==> src/rtl/assert_macros.svh <==
// Assertion helpers shared by the sequencer RTL.
// Each macro expands to one labeled concurrent assertion, clocked on the rising edge
// and disabled while the active-low reset is asserted.
`ifndef ASSERT_MACROS_SVH
`define ASSERT_MACROS_SVH

// The consequent holds in the same cycle as the antecedent.
`define ASSERT_IMPLIES(label, clk, rst_n, ante, cons) \
label: assert property (@(posedge clk) disable iff (!rst_n) (ante) |-> (cons)) \
    else $error("assertion violated");

// The consequent holds in the cycle after the antecedent.
`define ASSERT_NEXT(label, clk, rst_n, ante, cons) \
label: assert property (@(posedge clk) disable iff (!rst_n) (ante) |=> (cons)) \
    else $error("assertion violated");

// The condition never holds.
`define ASSERT_NEVER(label, clk, rst_n, cond) \
label: assert property (@(posedge clk) disable iff (!rst_n) !(cond)) \
    else $error("assertion violated");

`endif

==> src/rtl/pbgas_pkg.sv <==
`timescale 1ns / 1ps
// ----------------------------------------------------------------------------
// pbgas_pkg
// Shared types, codes and helper functions of the brightness/gamma/current
// limit command sequencer.
// ----------------------------------------------------------------------------
package pbgas_pkg;

    // Highest gamma level of the panel tables.
    localparam int MAX_GAMMA_INDEX = 24;
    localparam int BL_MIN          = 30;
    localparam int BL_MAX          = 255;
    localparam int BL_SPAN         = BL_MAX - BL_MIN;

    // Level mapping: level = floor((K*b + SPAN*(C+5)) / (10*SPAN)), evaluated
    // as a multiply by a rounded-up reciprocal and a shift.
    localparam int     GAMMA_K   = 10 * (MAX_GAMMA_INDEX - 1);
    localparam int     GAMMA_C   = 10 - (GAMMA_K * BL_MIN) / BL_SPAN;
    localparam int     LVL_DIV   = 10 * BL_SPAN;
    localparam int     LVL_SHIFT = 32;
    localparam int     LVL_W     = 48;
    localparam longint LVL_RECIP = ((longint'(1) <<< LVL_SHIFT) + LVL_DIV - 1) / LVL_DIV;
    localparam logic [LVL_W-1:0] LVL_MUL = LVL_W'(longint'(GAMMA_K) * LVL_RECIP);
    localparam logic [LVL_W-1:0] LVL_ADD =
        LVL_W'(longint'(BL_SPAN * (GAMMA_C + 5)) * LVL_RECIP);

    // Event codes.
    localparam logic [1:0] OP_BRIGHT = 2'd0;
    localparam logic [1:0] OP_CURVE  = 2'd1;
    localparam logic [1:0] OP_LIMIT  = 2'd2;

    // Panel command codes.
    localparam logic [2:0] CMD_OFF    = 3'd0;
    localparam logic [2:0] CMD_TABLE  = 3'd1;
    localparam logic [2:0] CMD_UPDATE = 3'd2;
    localparam logic [2:0] CMD_INIT   = 3'd3;
    localparam logic [2:0] CMD_CUTOFF = 3'd4;

    // Current limit percentages and cutoff table indexes.
    localparam logic [5:0] PCT_OFF = 6'd0;
    localparam logic [5:0] PCT_DIM = 6'd20;
    localparam logic [4:0] IDX_DIM = 5'd3;
    localparam logic [4:0] IDX_OFF = 5'd0;

    // Command queue between the front and back parts.
    localparam int QDEPTH = 2;
    localparam int QPTR_W = (QDEPTH > 1) ? $clog2(QDEPTH) : 1;
    localparam int QCNT_W = $clog2(QDEPTH + 1);
    localparam logic [QCNT_W-1:0] QCNT_FULL = QCNT_W'(QDEPTH);
    localparam logic [QPTR_W-1:0] QPTR_LAST = QPTR_W'(QDEPTH - 1);

    typedef struct packed {
        logic [2:0] command;
        logic       curve_19;
        logic [4:0] table_index;
    } t_cmd;

    // Up to three commands caused by one event.
    typedef struct packed {
        logic [1:0]     cnt;
        t_cmd [2:0]     cmds;
    } t_bundle;

    typedef struct packed {
        logic    push;
        t_bundle bundle;
    } t_push;

    typedef struct packed {
        logic    valid;
        t_bundle bundle;
    } t_qhead;

    typedef struct packed {
        logic [5:0] pct;
        logic [4:0] idx;
    } t_cutoff;

    function automatic t_cmd mk_cmd(input logic [2:0] cmd, input logic curve,
                                    input logic [4:0] idx);
        t_cmd c;
        c.command     = cmd;
        c.curve_19    = curve;
        c.table_index = idx;
        return c;
    endfunction

    function automatic t_cutoff pick_cutoff(input logic valid, input logic [4:0] lvl);
        t_cutoff c;
        c.pct = 6'd50;
        c.idx = 5'd13;
        if (valid) begin
            if (lvl <= 5'd1) begin
                c.pct = PCT_DIM;
                c.idx = IDX_DIM;
            end else if (lvl <= 5'd12) begin
                c.pct = 6'd40;
                c.idx = 5'd9;
            end else if (lvl == 5'd13) begin
                c.pct = 6'd43;
                c.idx = 5'd16;
            end else if (lvl == 5'd14) begin
                c.pct = 6'd45;
                c.idx = 5'd10;
            end else if (lvl == 5'd15) begin
                c.pct = 6'd47;
                c.idx = 5'd11;
            end else if (lvl == 5'd16) begin
                c.pct = 6'd48;
                c.idx = 5'd12;
            end
        end
        return c;
    endfunction

    // Gamma level for a brightness of BL_MIN or more.
    function automatic logic [4:0] level_of(input logic [7:0] b);
        logic [LVL_W-1:0] prod;
        prod = LVL_W'(b) * LVL_MUL + LVL_ADD;
        return prod[LVL_SHIFT +: 5];
    endfunction

endpackage

==> src/rtl/pbgas_front.sv <==
`timescale 1ns / 1ps
// ----------------------------------------------------------------------------
// pbgas_front
// Accepts events, updates the panel state and builds the command list that
// each event causes.
// ----------------------------------------------------------------------------
`include "assert_macros.svh"

module pbgas_front (
    input  logic                   i_clk,
    input  logic                   i_rst_n,
    input  logic                   i_valid,
    output logic                   o_ready,
    input  logic [1:0]             i_op,
    input  logic [7:0]             i_brightness,
    input  logic [7:0]             i_setting,
    input  logic                   i_full,
    output pbgas_pkg::t_push       o_push
);

    logic       r_gvalid, n_gvalid;
    logic [4:0] r_glevel, n_glevel;
    logic [5:0] r_pct,    n_pct;
    logic       r_curve,  n_curve;
    logic       r_en,     n_en;

    logic                take;
    logic                dim;
    logic                set_ok;
    logic [4:0]          lvl;
    logic [1:0]          n;
    pbgas_pkg::t_cutoff  cut_new;
    pbgas_pkg::t_cutoff  cut_cur;
    pbgas_pkg::t_bundle  bundle;

    assign o_ready = !i_full;
    assign take    = i_valid && o_ready;
    assign dim     = i_brightness < 8'(pbgas_pkg::BL_MIN);
    assign set_ok  = i_setting[7:1] == 7'd0;
    assign lvl     = dim ? 5'd0 : pbgas_pkg::level_of(i_brightness);
    assign cut_new = pbgas_pkg::pick_cutoff(1'b1, lvl);
    assign cut_cur = pbgas_pkg::pick_cutoff(r_gvalid, r_glevel);

    always_comb begin
        n_gvalid = r_gvalid;
        n_glevel = r_glevel;
        n_pct    = r_pct;
        n_curve  = r_curve;
        n_en     = r_en;
        n        = 2'd0;
        bundle   = '0;
        if (take) begin
            unique case (i_op)
                pbgas_pkg::OP_BRIGHT: begin
                    if (i_brightness == 8'd0) begin
                        bundle.cmds[n] = pbgas_pkg::mk_cmd(pbgas_pkg::CMD_OFF, 1'b0, 5'd0);
                        n = n + 2'd1;
                        n_gvalid = 1'b0;
                    end else if (!(r_gvalid && r_glevel == lvl)) begin
                        if (dim) begin
                            if (r_en) begin
                                if (r_pct == pbgas_pkg::PCT_OFF) begin
                                    bundle.cmds[n] = pbgas_pkg::mk_cmd(
                                        pbgas_pkg::CMD_INIT, 1'b0, 5'd0);
                                    n = n + 2'd1;
                                end
                                if (r_pct != pbgas_pkg::PCT_DIM) begin
                                    bundle.cmds[n] = pbgas_pkg::mk_cmd(
                                        pbgas_pkg::CMD_CUTOFF, 1'b0, pbgas_pkg::IDX_DIM);
                                    n = n + 2'd1;
                                    n_pct = pbgas_pkg::PCT_DIM;
                                end
                            end
                            bundle.cmds[n] = pbgas_pkg::mk_cmd(
                                pbgas_pkg::CMD_TABLE, r_curve, 5'd0);
                            n = n + 2'd1;
                        end else begin
                            bundle.cmds[n] = pbgas_pkg::mk_cmd(
                                pbgas_pkg::CMD_TABLE, r_curve, lvl);
                            n = n + 2'd1;
                            if (r_en) begin
                                if (r_pct == pbgas_pkg::PCT_OFF) begin
                                    bundle.cmds[n] = pbgas_pkg::mk_cmd(
                                        pbgas_pkg::CMD_INIT, 1'b0, 5'd0);
                                    n = n + 2'd1;
                                end
                                if (r_pct != cut_new.pct) begin
                                    bundle.cmds[n] = pbgas_pkg::mk_cmd(
                                        pbgas_pkg::CMD_CUTOFF, 1'b0, cut_new.idx);
                                    n = n + 2'd1;
                                    n_pct = cut_new.pct;
                                end
                            end
                        end
                        n_glevel = lvl;
                        n_gvalid = 1'b1;
                    end
                end
                pbgas_pkg::OP_CURVE: begin
                    if (set_ok && i_setting[0] != r_curve) begin
                        n_curve = i_setting[0];
                        if (r_gvalid) begin
                            bundle.cmds[n] = pbgas_pkg::mk_cmd(
                                pbgas_pkg::CMD_TABLE, i_setting[0], r_glevel);
                            n = n + 2'd1;
                            bundle.cmds[n] = pbgas_pkg::mk_cmd(
                                pbgas_pkg::CMD_UPDATE, 1'b0, 5'd0);
                            n = n + 2'd1;
                        end
                    end
                end
                pbgas_pkg::OP_LIMIT: begin
                    if (set_ok && i_setting[0] != r_en) begin
                        n_en = i_setting[0];
                        if (i_setting[0]) begin
                            bundle.cmds[n] = pbgas_pkg::mk_cmd(
                                pbgas_pkg::CMD_INIT, 1'b0, 5'd0);
                            n = n + 2'd1;
                            bundle.cmds[n] = pbgas_pkg::mk_cmd(
                                pbgas_pkg::CMD_CUTOFF, 1'b0, cut_cur.idx);
                            n = n + 2'd1;
                            n_pct = cut_cur.pct;
                        end else begin
                            bundle.cmds[n] = pbgas_pkg::mk_cmd(
                                pbgas_pkg::CMD_CUTOFF, 1'b0, pbgas_pkg::IDX_OFF);
                            n = n + 2'd1;
                            n_pct = pbgas_pkg::PCT_OFF;
                        end
                    end
                end
                default: begin
                end
            endcase
        end
        bundle.cnt = n;
    end

    assign o_push.push   = take && (n != 2'd0);
    assign o_push.bundle = bundle;

    always_ff @(posedge i_clk) begin
        if (!i_rst_n) begin
            r_gvalid <= 1'b0;
            r_glevel <= 5'd0;
            r_pct    <= pbgas_pkg::PCT_OFF;
            r_curve  <= 1'b0;
            r_en     <= 1'b0;
        end else begin
            r_gvalid <= n_gvalid;
            r_glevel <= n_glevel;
            r_pct    <= n_pct;
            r_curve  <= n_curve;
            r_en     <= n_en;
        end
    end

    // A display-off event always leaves no gamma applied.
    `ASSERT_NEXT(a_off_clears_gamma, i_clk, i_rst_n, take && i_op == pbgas_pkg::OP_BRIGHT && i_brightness == 8'd0, !r_gvalid)
    // The limit percentage is zero exactly when limiting is off.
    `ASSERT_IMPLIES(a_pct_tracks_en, i_clk, i_rst_n, 1'b1, r_en == (r_pct != pbgas_pkg::PCT_OFF))

endmodule

==> src/rtl/pbgas_queue.sv <==
`timescale 1ns / 1ps
// ----------------------------------------------------------------------------
// pbgas_queue
// Small FIFO of command lists between the front and back parts.
// ----------------------------------------------------------------------------
`include "assert_macros.svh"

module pbgas_queue (
    input  logic                i_clk,
    input  logic                i_rst_n,
    input  pbgas_pkg::t_push    i_push,
    input  logic                i_pop,
    output logic                o_full,
    output pbgas_pkg::t_qhead   o_head
);

    pbgas_pkg::t_bundle                  r_mem [pbgas_pkg::QDEPTH];
    logic [pbgas_pkg::QPTR_W-1:0]        r_wr, r_rd;
    logic [pbgas_pkg::QCNT_W-1:0]        r_count;

    assign o_full        = r_count == pbgas_pkg::QCNT_FULL;
    assign o_head.valid  = r_count != '0;
    assign o_head.bundle = r_mem[r_rd];

    always_ff @(posedge i_clk) begin
        if (i_push.push) begin
            r_mem[r_wr] <= i_push.bundle;
        end
    end

    always_ff @(posedge i_clk) begin
        if (!i_rst_n) begin
            r_wr    <= '0;
            r_rd    <= '0;
            r_count <= '0;
        end else begin
            if (i_push.push) begin
                r_wr <= (r_wr == pbgas_pkg::QPTR_LAST) ? '0 : r_wr + 1'b1;
            end
            if (i_pop) begin
                r_rd <= (r_rd == pbgas_pkg::QPTR_LAST) ? '0 : r_rd + 1'b1;
            end
            case ({i_push.push, i_pop})
                2'b10:   r_count <= r_count + 1'b1;
                2'b01:   r_count <= r_count - 1'b1;
                default: r_count <= r_count;
            endcase
        end
    end

    `ASSERT_NEVER(a_no_overflow, i_clk, i_rst_n, i_push.push && o_full && !i_pop)
    `ASSERT_NEVER(a_no_underflow, i_clk, i_rst_n, i_pop && r_count == '0)

endmodule

==> src/rtl/pbgas_back.sv <==
`timescale 1ns / 1ps
// ----------------------------------------------------------------------------
// pbgas_back
// Takes command lists from the queue and issues them one command per cycle
// while the receiver is ready, through a registered output.
// ----------------------------------------------------------------------------
`include "assert_macros.svh"

module pbgas_back (
    input  logic                i_clk,
    input  logic                i_rst_n,
    input  pbgas_pkg::t_qhead   i_head,
    output logic                o_pop,
    input  logic                i_ready,
    output logic                o_valid,
    output pbgas_pkg::t_cmd     o_cmd,
    output logic                o_last
);

    logic               r_busy,   n_busy;
    logic [1:0]         r_pos,    n_pos;
    pbgas_pkg::t_bundle r_bundle, n_bundle;
    logic               r_ovalid, n_ovalid;
    pbgas_pkg::t_cmd    r_out,    n_out;
    logic               r_last,   n_last;
    logic               load;

    assign load = !r_ovalid || i_ready;

    always_comb begin
        n_busy   = r_busy;
        n_pos    = r_pos;
        n_bundle = r_bundle;
        n_ovalid = r_ovalid;
        n_out    = r_out;
        n_last   = r_last;
        o_pop    = 1'b0;
        if (load) begin
            n_ovalid = 1'b0;
            if (r_busy) begin
                n_out    = r_bundle.cmds[r_pos];
                n_ovalid = 1'b1;
                if (r_pos == r_bundle.cnt - 2'd1) begin
                    n_last = 1'b1;
                    n_busy = 1'b0;
                end else begin
                    n_last = 1'b0;
                    n_pos  = r_pos + 2'd1;
                end
            end else if (i_head.valid) begin
                n_out    = i_head.bundle.cmds[0];
                n_ovalid = 1'b1;
                o_pop    = 1'b1;
                if (i_head.bundle.cnt == 2'd1) begin
                    n_last = 1'b1;
                end else begin
                    n_last   = 1'b0;
                    n_busy   = 1'b1;
                    n_bundle = i_head.bundle;
                    n_pos    = 2'd1;
                end
            end
        end
    end

    always_ff @(posedge i_clk) begin
        r_bundle <= n_bundle;
        r_out    <= n_out;
        r_last   <= n_last;
        if (!i_rst_n) begin
            r_busy   <= 1'b0;
            r_pos    <= 2'd0;
            r_ovalid <= 1'b0;
        end else begin
            r_busy   <= n_busy;
            r_pos    <= n_pos;
            r_ovalid <= n_ovalid;
        end
    end

    assign o_valid = r_ovalid;
    assign o_cmd   = r_out;
    assign o_last  = r_last;

    // While a list is in progress the next position is inside it.
    `ASSERT_IMPLIES(a_pos_in_list, i_clk, i_rst_n, r_busy, (r_pos != 2'd0) && (r_pos < r_bundle.cnt))

endmodule

==> src/rtl/panel_brightness_gamma_acl_sequencer_core.sv <==
`timescale 1ns / 1ps
// ----------------------------------------------------------------------------
// Path: an event transferred in is written into the command queue, and the
// issue part then loads its first command into the output register.
// Throughput: one event per cycle in while the two-entry queue has room; one
// command per cycle out while the receiver is ready, and at most three per event.
// Reset: synchronous, active low; clears the panel state, the queue and output valid.
// ----------------------------------------------------------------------------
// panel_brightness_gamma_acl_sequencer_core
// Brightness, gamma-curve and adaptive current limit command sequencer.
// ----------------------------------------------------------------------------
//
// The design splits into a front part and an issue part:
//
//   pbgas_front  - takes one event per transfer, keeps the applied gamma
//                  level, curve family, limit enable and limit percentage,
//                  and builds combinationally the full list of panel commands
//                  (zero to three) that the event causes. Events that cause
//                  nothing change state only and push nothing.
//   pbgas_queue  - two-entry FIFO of command lists, so that new events keep
//                  flowing while commands are still being issued.
//   pbgas_back   - pops a list and issues its commands in order through an
//                  output register, marking the final one of each list.
//
// Because the front part updates its state at the transfer itself, the next
// event sees the new state at once and back-to-back events are handled
// without any interlock. The input side stalls only when the queue is full.
module panel_brightness_gamma_acl_sequencer_core (
    input  logic       i_clk,
    input  logic       i_rst_n,
    // Event channel.
    input  logic       i_valid,
    output logic       o_ready,
    input  logic [1:0] i_op,
    input  logic [7:0] i_brightness,
    input  logic [7:0] i_setting,
    // Command channel.
    output logic       o_valid,
    input  logic       i_ready,
    output logic [2:0] o_command,
    output logic       o_curve_19,
    output logic [4:0] o_table_index,
    output logic       o_last
);

    pbgas_pkg::t_push  push;
    pbgas_pkg::t_qhead head;
    pbgas_pkg::t_cmd   cmd;
    logic              full;
    logic              pop;

    pbgas_front u_front (
        .i_clk        (i_clk),
        .i_rst_n      (i_rst_n),
        .i_valid      (i_valid),
        .o_ready      (o_ready),
        .i_op         (i_op),
        .i_brightness (i_brightness),
        .i_setting    (i_setting),
        .i_full       (full),
        .o_push       (push)
    );

    pbgas_queue u_queue (
        .i_clk   (i_clk),
        .i_rst_n (i_rst_n),
        .i_push  (push),
        .i_pop   (pop),
        .o_full  (full),
        .o_head  (head)
    );

    pbgas_back u_back (
        .i_clk   (i_clk),
        .i_rst_n (i_rst_n),
        .i_head  (head),
        .o_pop   (pop),
        .i_ready (i_ready),
        .o_valid (o_valid),
        .o_cmd   (cmd),
        .o_last  (o_last)
    );

    // Fields of one command transfer.
    assign o_command     = cmd.command;
    assign o_curve_19    = cmd.curve_19;
    assign o_table_index = cmd.table_index;

endmodule

==> config.mk <==
export PLATFORM = sky130hd
export DESIGN_NAME = panel_brightness_gamma_acl_sequencer_core
export DESIGN_NICKNAME = d
export VERILOG_FILES = /design/src/rtl/pbgas_pkg.sv /design/src/rtl/pbgas_front.sv /design/src/rtl/pbgas_queue.sv /design/src/rtl/pbgas_back.sv /design/src/rtl/panel_brightness_gamma_acl_sequencer_core.sv
export VERILOG_INCLUDE_DIRS = /design/src /design/src/rtl
export SDC_FILE = /design/constraint.sdc
export NUM_CORES = 1
export LEC_CHECK = 0
export ABC_AREA = 1
export BUFFER_PORTS_ARGS = -buffer_cell sky130_fd_sc_hd__buf_4
export CAP_MARGIN = 5
export CORE_MARGIN = 2
export CORE_UTILIZATION = 64
export CTS_CLUSTER_SIZE = 40
export DETAILED_ROUTE_END_ITERATION = 8
export GPL_ROUTABILITY_DRIVEN = 0
export PLACE_DENSITY = 0.8
export SLEW_MARGIN = 20
export SYNTH_ARGS = -nofsm -noshare
export SYNTH_HDL_FRONTEND = slang
export SYNTH_SLANG_ARGS = --single-unit
==> constraint.sdc <==
create_clock -name i_clk -period 10.7 [get_ports i_clk]
set_clock_uncertainty 0.2 [all_clocks]
set_input_delay 2.14 -clock i_clk [delete_from_list [all_inputs] [get_ports i_clk]]
set_output_delay 2.14 -clock i_clk [all_outputs]
set_load 0.05 [all_outputs]
; Word-level counts from Yosys, hierarchy flattened
; Memory sizes are Yosys's and may differ from the RTL's. A register that Yosys moved wholly into a read port is not among the register bits.
; Index checks and enable logic that the tools add are counted.
[word_totals]
ff_bits = 61
ram_bits = 58
in_bits = 22
output_inout_bits = 12
word_cells = 239
n_memories = 1
[mem_list]
columns = memory, words, width, rd, rd_ports_with_merged_regs, wr, line_no
row1 = u_queue.r_mem, 2, 29, 1, 1, 1, pbgas_queue.sv:17  ; pbgas_pkg::t_bundle r_mem [pbgas_pkg::QDEPTH];
[classes]
addsub = 10
mul = 1
magnitude_cmp = 12
eq_ne = 29
mux = 126
n_bitwise = 7
n_reduce_logical = 28
[op_table]
columns = operator, count
row1 = $mux W27, 12
row2 = $mux W9, 21
row3 = $mux W11, 11
row4 = $mux W2, 34
row5 = $bwmux W27, 2
row6 = $demux W9 S2, 3
row7 = $mux W6, 9
row8 = $pmux W18 S3, 1
row9 = $add A37 B34 Y37 const B, 1
row10 = $mul A8 B28 Y36 const B, 1
row11 = $mux W18, 2
row12 = $mux W17, 2
row13 = $eq A5 B4 Y1 const B, 6
row14 = $mux W1, 21
row15 = $and A6 B18 Y18, 1
row16 = $bmux W9 S2, 1
row17 = $not A18 Y18, 1
row18 = $mux W7, 2
row19 = $lt A2 B3 Y1 const B, 4
row20 = $pmux W6 S2, 1
row21 = $reduce_and A4 Y1, 3
row22 = $add A2 B1 Y2 const B, 5
row23 = $eq A5 B5 Y1 const B, 2
row24 = $le A5 B1 Y1 const B, 2
row25 = other kinds (33), 65

; Longest topological paths before layout
[depth]
word_depth = 28
depth_mapped = 50

; By module
; A second synthesis with hierarchy kept.
[hier_totals]
hier_cells = 1354
area_unflattened_um2 = 10664.0
[modules_own_cells]
columns = module, n_inst, cells_each, area_each_um2, seq_area_each_um2
row1 = pbgas_front, 1, 1082, 6601.3, 280.3
row2 = pbgas_queue, 1, 125, 2359.8, 1841.8
row3 = pbgas_back, 1, 147, 1702.9, 1251.2

; Least setup slack after synthesis
; No wires, ideal clock.
[synth_path]
kind = in2reg
start = input i_brightness[5]
end = memory u_queue.r_mem[0][0] in the netlist's numbering, enable pin
arrival_time_ns = 8.671
required_time_ns = 10.087
setup_slack_ns = 1.417
cell_stages = 41
n_path_buf = 0
cell_sequence = fa_1 > inv_1 > fa_1 > inv_1 > fa_1 > inv_1 > fa_1 > inv_1 > ha_1 > nand2_1 > inv_1 > nand2_1 > nand2_1 > a21oi_1 > nand2_2 > nand2_1 > nand2_1 > nand2_1 > [... 5 more ...] > nand2_1 > nand2_2 > nand3_4 > nand2_1 > nor2_1 > nand2_1 > nand2_1 > nand2_2 > nor2_4 > nand3_2 > ha_1 > a31oi_1 > nand2_1 > nand2_1 > nand2_1 > nand2_2 > o21ai_4 > nor2_1
[synth_via]
elab_chain_len = 22
[synth_lines]
columns = item, line_no
row1 = from (decl), panel_brightness_gamma_acl_sequencer_core.sv:35  ; input logic [7:0] i_brightness,
row2 = $mul A8 B28 Y36, pbgas_pkg.sv:119  ; prod = LVL_W'(b) * LVL_MUL + LVL_ADD;
row3 = $add A37 B34 Y37, pbgas_pkg.sv:119
row4 = $mux W5, pbgas_front.sv:40  ; assign lvl = dim ? 5'd0 : pbgas_pkg::level_of(i_brightness);
row5 = $eq A5 B5 Y1, pbgas_pkg.sv:108  ; end else if (lvl == 5'd16) begin
row6 = $mux W7, pbgas_pkg.sv:108
row7 = $mux W11, pbgas_pkg.sv:105  ; end else if (lvl == 5'd15) begin
row8 = $mux W11, pbgas_pkg.sv:102  ; end else if (lvl == 5'd14) begin
row9 = $mux W11, pbgas_pkg.sv:99  ; end else if (lvl == 5'd13) begin
row10 = [... 6 more ...], --
row11 = $mux W2, pbgas_front.sv:59  ; end else if (!(r_gvalid && r_glevel == lvl)) begin
row12 = $mux W2 *, pbgas_front.sv:55  ; if (i_brightness == 8'd0) begin
row13 = $pmux W2 S3 *, pbgas_front.sv:53  ; unique case (i_op)
row14 = $mux W2 *, pbgas_front.sv:52  ; if (take) begin
row15 = $reduce_bool A2 Y1 *, pbgas_front.sv:138  ; assign o_push.push = take && (n != 2'd0);
row16 = $logic_and A1 B1 Y1 *, pbgas_front.sv:138
row17 = $mux W1 *, pbgas_queue.sv:26  ; if (i_push.push) begin
row18 = $mux W1 (not written as such) *, pbgas_queue.sv:27  ; r_mem[r_wr] <= i_push.bundle;
row19 = to (decl), pbgas_queue.sv:17
; Mark *: on every way between the ends. The rest lies on a longest branch, timed or not.

; Worst setup path after layout
[layout_path]
start = input i_brightness[6]
end = register u_queue.r_count[1] in the netlist's numbering
[layout_via]
elab_chain_len = 22
[layout_lines]
columns = item, line_no
row1 = $mul A8 B28 Y36, pbgas_pkg.sv:119
row2 = $add A37 B34 Y37, pbgas_pkg.sv:119
row3 = $mux W5, pbgas_front.sv:40
row4 = $eq A5 B5 Y1, pbgas_pkg.sv:108
row5 = $mux W7, pbgas_pkg.sv:108
row6 = $mux W11, pbgas_pkg.sv:105
row7 = $mux W11, pbgas_pkg.sv:102
row8 = $mux W11, pbgas_pkg.sv:99
row9 = [... 6 more ...], --
row10 = $mux W2, pbgas_front.sv:59
row11 = $mux W2 *, pbgas_front.sv:55
row12 = $pmux W2 S3 *, pbgas_front.sv:53
row13 = $mux W2 *, pbgas_front.sv:52
row14 = $reduce_bool A2 Y1 *, pbgas_front.sv:138
row15 = $logic_and A1 B1 Y1 *, pbgas_front.sv:138
row16 = $eq A2 B1 Y1 or $eq A2 B2 Y1 (tied branches), pbgas_queue.sv:43  ; case ({i_push.push, i_pop})
row17 = $pmux W2 S2 or $reduce_bool A2 Y1 (tied branches), --
row18 = to (signal assigned), pbgas_queue.sv:44  ; 2'b10: r_count <= r_count + 1'b1;
row19 = to (signal assigned), pbgas_queue.sv:45  ; 2'b01: r_count <= r_count - 1'b1;
row20 = to (signal assigned), pbgas_queue.sv:46  ; default: r_count <= r_count;
row21 = to (decl), pbgas_queue.sv:19  ; logic [pbgas_pkg::QCNT_W-1:0] r_count;
; Marked as above.
; A chain may end at the register's enable or synchronous reset.

==> metrics.cfg <==
[sta]
fin_hold_ws_ns = 0.278
slew_headroom_pct = 38.0
fin_setup_tns_ns = 0
fin_crit_sh_pct = 84.9
period_needed_ns = 9.09
setup_viol = 0
fmax_mhz = 110
hold_viol_final = 0
rsz0062_at_grt = false
tightest_slew_ns = 0.924
slew_viol_final = 0

[synth]
seq_area_frac_synth_pct = 31.3
synthDominantCellAreaShare_pct = 26.9
syn_area_um2 = 10500
synth_nets = 1486
async_reset_ff_share_pct = 0
synth_area_per_cell_um2 = 7.96
synth-seq-cells = 117
synthDistinctLibCells = 56
synthFlopType = edfxtp_1
synth_edf_count = 94
ys_top_cells_by_area = edfxtp_1 (27%), ha_1 (12%), nand2_1 (11%)
yosys.area.top_type = edfxtp_1
synth_warnings = 0
netlist_instances = 1319

[worst_setup_path]
reg2reg_from = u_front.r_pct[0]
cp_max_fo = 8
critical-path-max-stage-delay_ns = 0.52
rrSetupSlack_ns = 7.45
crit_top_cell = nand2_1
slowest_stage = fa_1
worstSetupPathType = in -> reg
worst_setup_path_end_kind = flip-flop
worst_ep_arrival_time_ns = 9.24
worstPathRequired_ns = 10.85
start_kind = input port
startpoint = i_brightness[6]

[power]
clkPwrFrac_pct = 19.2
swShare_pct = 48.8
internal_power_uw = 1560
pwr-share-comb_pct = 59.4
p_leak_uw = 0.00558
p_per_area_nw_per_um2 = 263
power_uw = 3050
ir_worst_vdd_mv = 0.176
p_seq_share_pct = 21.4
p_sw_uw = 1490

[route]
wl_per_cell_um = 16.5
routed_wl_mm = 26.3
post-route-drc-count = 0
vias = 9035
vias_per_cell = 5.68
drt_iter0_drc = 1013
ant_nets = 0
firstDrtPassIters = 6

[final_layout]
antennaDiodeCount = 0
syn2layout_area_growth_pct = 10.6
drive_above_1_share_pct = 13.4
fin_nets = 1530

[floorplan]
core_area_um2 = 15900
initial_core_util_pct = 65.8
ioPinCount = 34
dieArea_um2 = 17400
dieWidth_um = 132
die_h_um = 132
rows = 46

[global_routing]
met1_usage_pct = 46.5
antenna_found_initial = 0
grt_usage_pct = 30.9
grtUsageMet2_pct = 46.8
busiest_layer = met2
grt_pass1_wl_mm = 42.7
grt_start_max_net_pins = 30
grt_overflow_total = 0
grtUsageMet3_pct = 6.31
grt_pass1_vias = 8413

[clock_tree]
cts_made_buffers = 17
clock_latency_ns = 0.42
cts_tree = built
clk_pin_slew_ns = 0.06
ctsHoldBuffers = 0
cts.sinks = 117
postCtsSetupBuffers = 0
root_buffer = clkbuf_16
cts_resized = 0
htreeDepth = 4
cts_buffer_depth = 2

[outcome]
status = completed

[min_path]
hp-start = u_queue.r_count[1]
hold_path.class = reg -> reg

[placed_design]
numPortBuffers = 33
dp_hpwl_mm = 20.3

[run]
cap_violations = 0

power by group through the flow:
stage          combinational [µW]  clock (µW)  sequential, µW
6_report                     1810         585             654
5_1_grt                      2010         610             663
4_1_cts                      1770         589             653
3_5_place_dp                 1750           0             658
3_3_place_gp                 1720           0             655
2_1_floorplan                1280           0             723
logic make-up after synthesis:
kind of cell / Yosys count / share of synthesized area, %
xor gates and xnor gates: 16 / 1.41
and+or+nand+nor: 613 / 26.8
buffers and inverters: 268 / 9.66
muxes: 27 / 2.90
DFF: 117 / 31.3
AOI/OAI and AO/OA: 133 / 7.63
adders and majority gates: 145 / 20.4
critical path: cells and delay by family:
family                   cells  cell delay [ns]
buffers and inverters        6             0.54
AO/OA/AOI/OAI                5             0.68
AND/OR/NAND/NOR             22             2.74
XOR/XNOR                     2             0.38
adder cells (fa/ha/maj)      7             2.75
layer usage:
metal,share of wire (%),up-vias
li1,-,4360
met3,9.4,49
met1,46,4154
met5,0,-
met4,1.2,0
met2,43,472
sequential cells by signal (all words and copies together) (netlist names), named ones only:
signal,flops
u_queue.r_rd,1
u_front.r_pct,6
u_front.r_en,1
u_queue.r_count,2
u_back.o_cmd,9
u_back.r_bundle,28
u_back.o_last,1
u_front.r_curve,1
u_queue.r_wr,1
u_back.o_valid,1
u_back.r_pos,2
u_front.r_glevel,5
u_queue.r_mem,56
u_back.r_busy,1
u_front.r_gvalid,1
cells in the mapped netlist, drive strengths merged (3+ instances only):
master  number
a21oi       53
a31oi        4
buf          3
clkbuf      10
dfxtp       23
edfxtp      94
fa          43
ha         102
inv        253
mux2        27
nand2      335
nand3       79
nand3b       6
nand4       25
nor2       143
nor3        16
nor4         4
o211ai       8
o21ai       44
o21bai      10
o22ai        3
o31ai        3
xnor2       10
xor2         6
stage by stage:
stage	cells	setup slack, ns	util (%)	cell area (µm²)
6_report	1592	1.61	72.8	11600
5_1_grt	1592	1.10	72.8	11600
4_1_cts	1592	1.72	72.8	11600
3_5_place_dp	1560	1.41	69.0	11000
3_3_place_gp	1560	1.54	69.0	11000
2_1_floorplan	1319	1.42	-	10500
worst paths after layout:
| path | end | cells after the start |
|---|---|---|
| worst min-delay path | u_queue.r_count[1] | 1 |
| worst max-delay path | u_queue.r_count[1] | 42 |
| worst min register to register | u_queue.r_count[1] | 1 |
| worst max register to register | u_queue.r_count[1] | 17 |
cell usage in the layout, fill, tap and decap left out, types with 4 or more instances in the layout:
master and instances:
inv_1 239, nor4_1 4, edfxtp_1 94, dfxtp_1 23
nand2_2 20, nand3_1 67, nand3_4 4, nor2_1 114
xor2_1 5, nor3_1 16, o21ai_0 38, nor2_2 22
fa_1 43, a31oi_1 4, a21oi_1 50, ha_1 102
buf_4 38, o21bai_1 9, nand4_1 23, o211ai_1 8
clkbuf_16 17, nand3_2 8, inv_2 12, nand2_1 313
xnor2_1 10, nand3b_1 6, clkinv_4 4, nor2_4 6
mux2_2 27
layout make-up:
class	count	area, µm²
tap	216	270
clock buffer	18	429
sequential	117	3280
fill	1213	4330
timing repair buffer	38	285
multi-input combinational	934	6200
clock inverter	14	179
inverter	255	962
(Power assumes the default switching activity.)
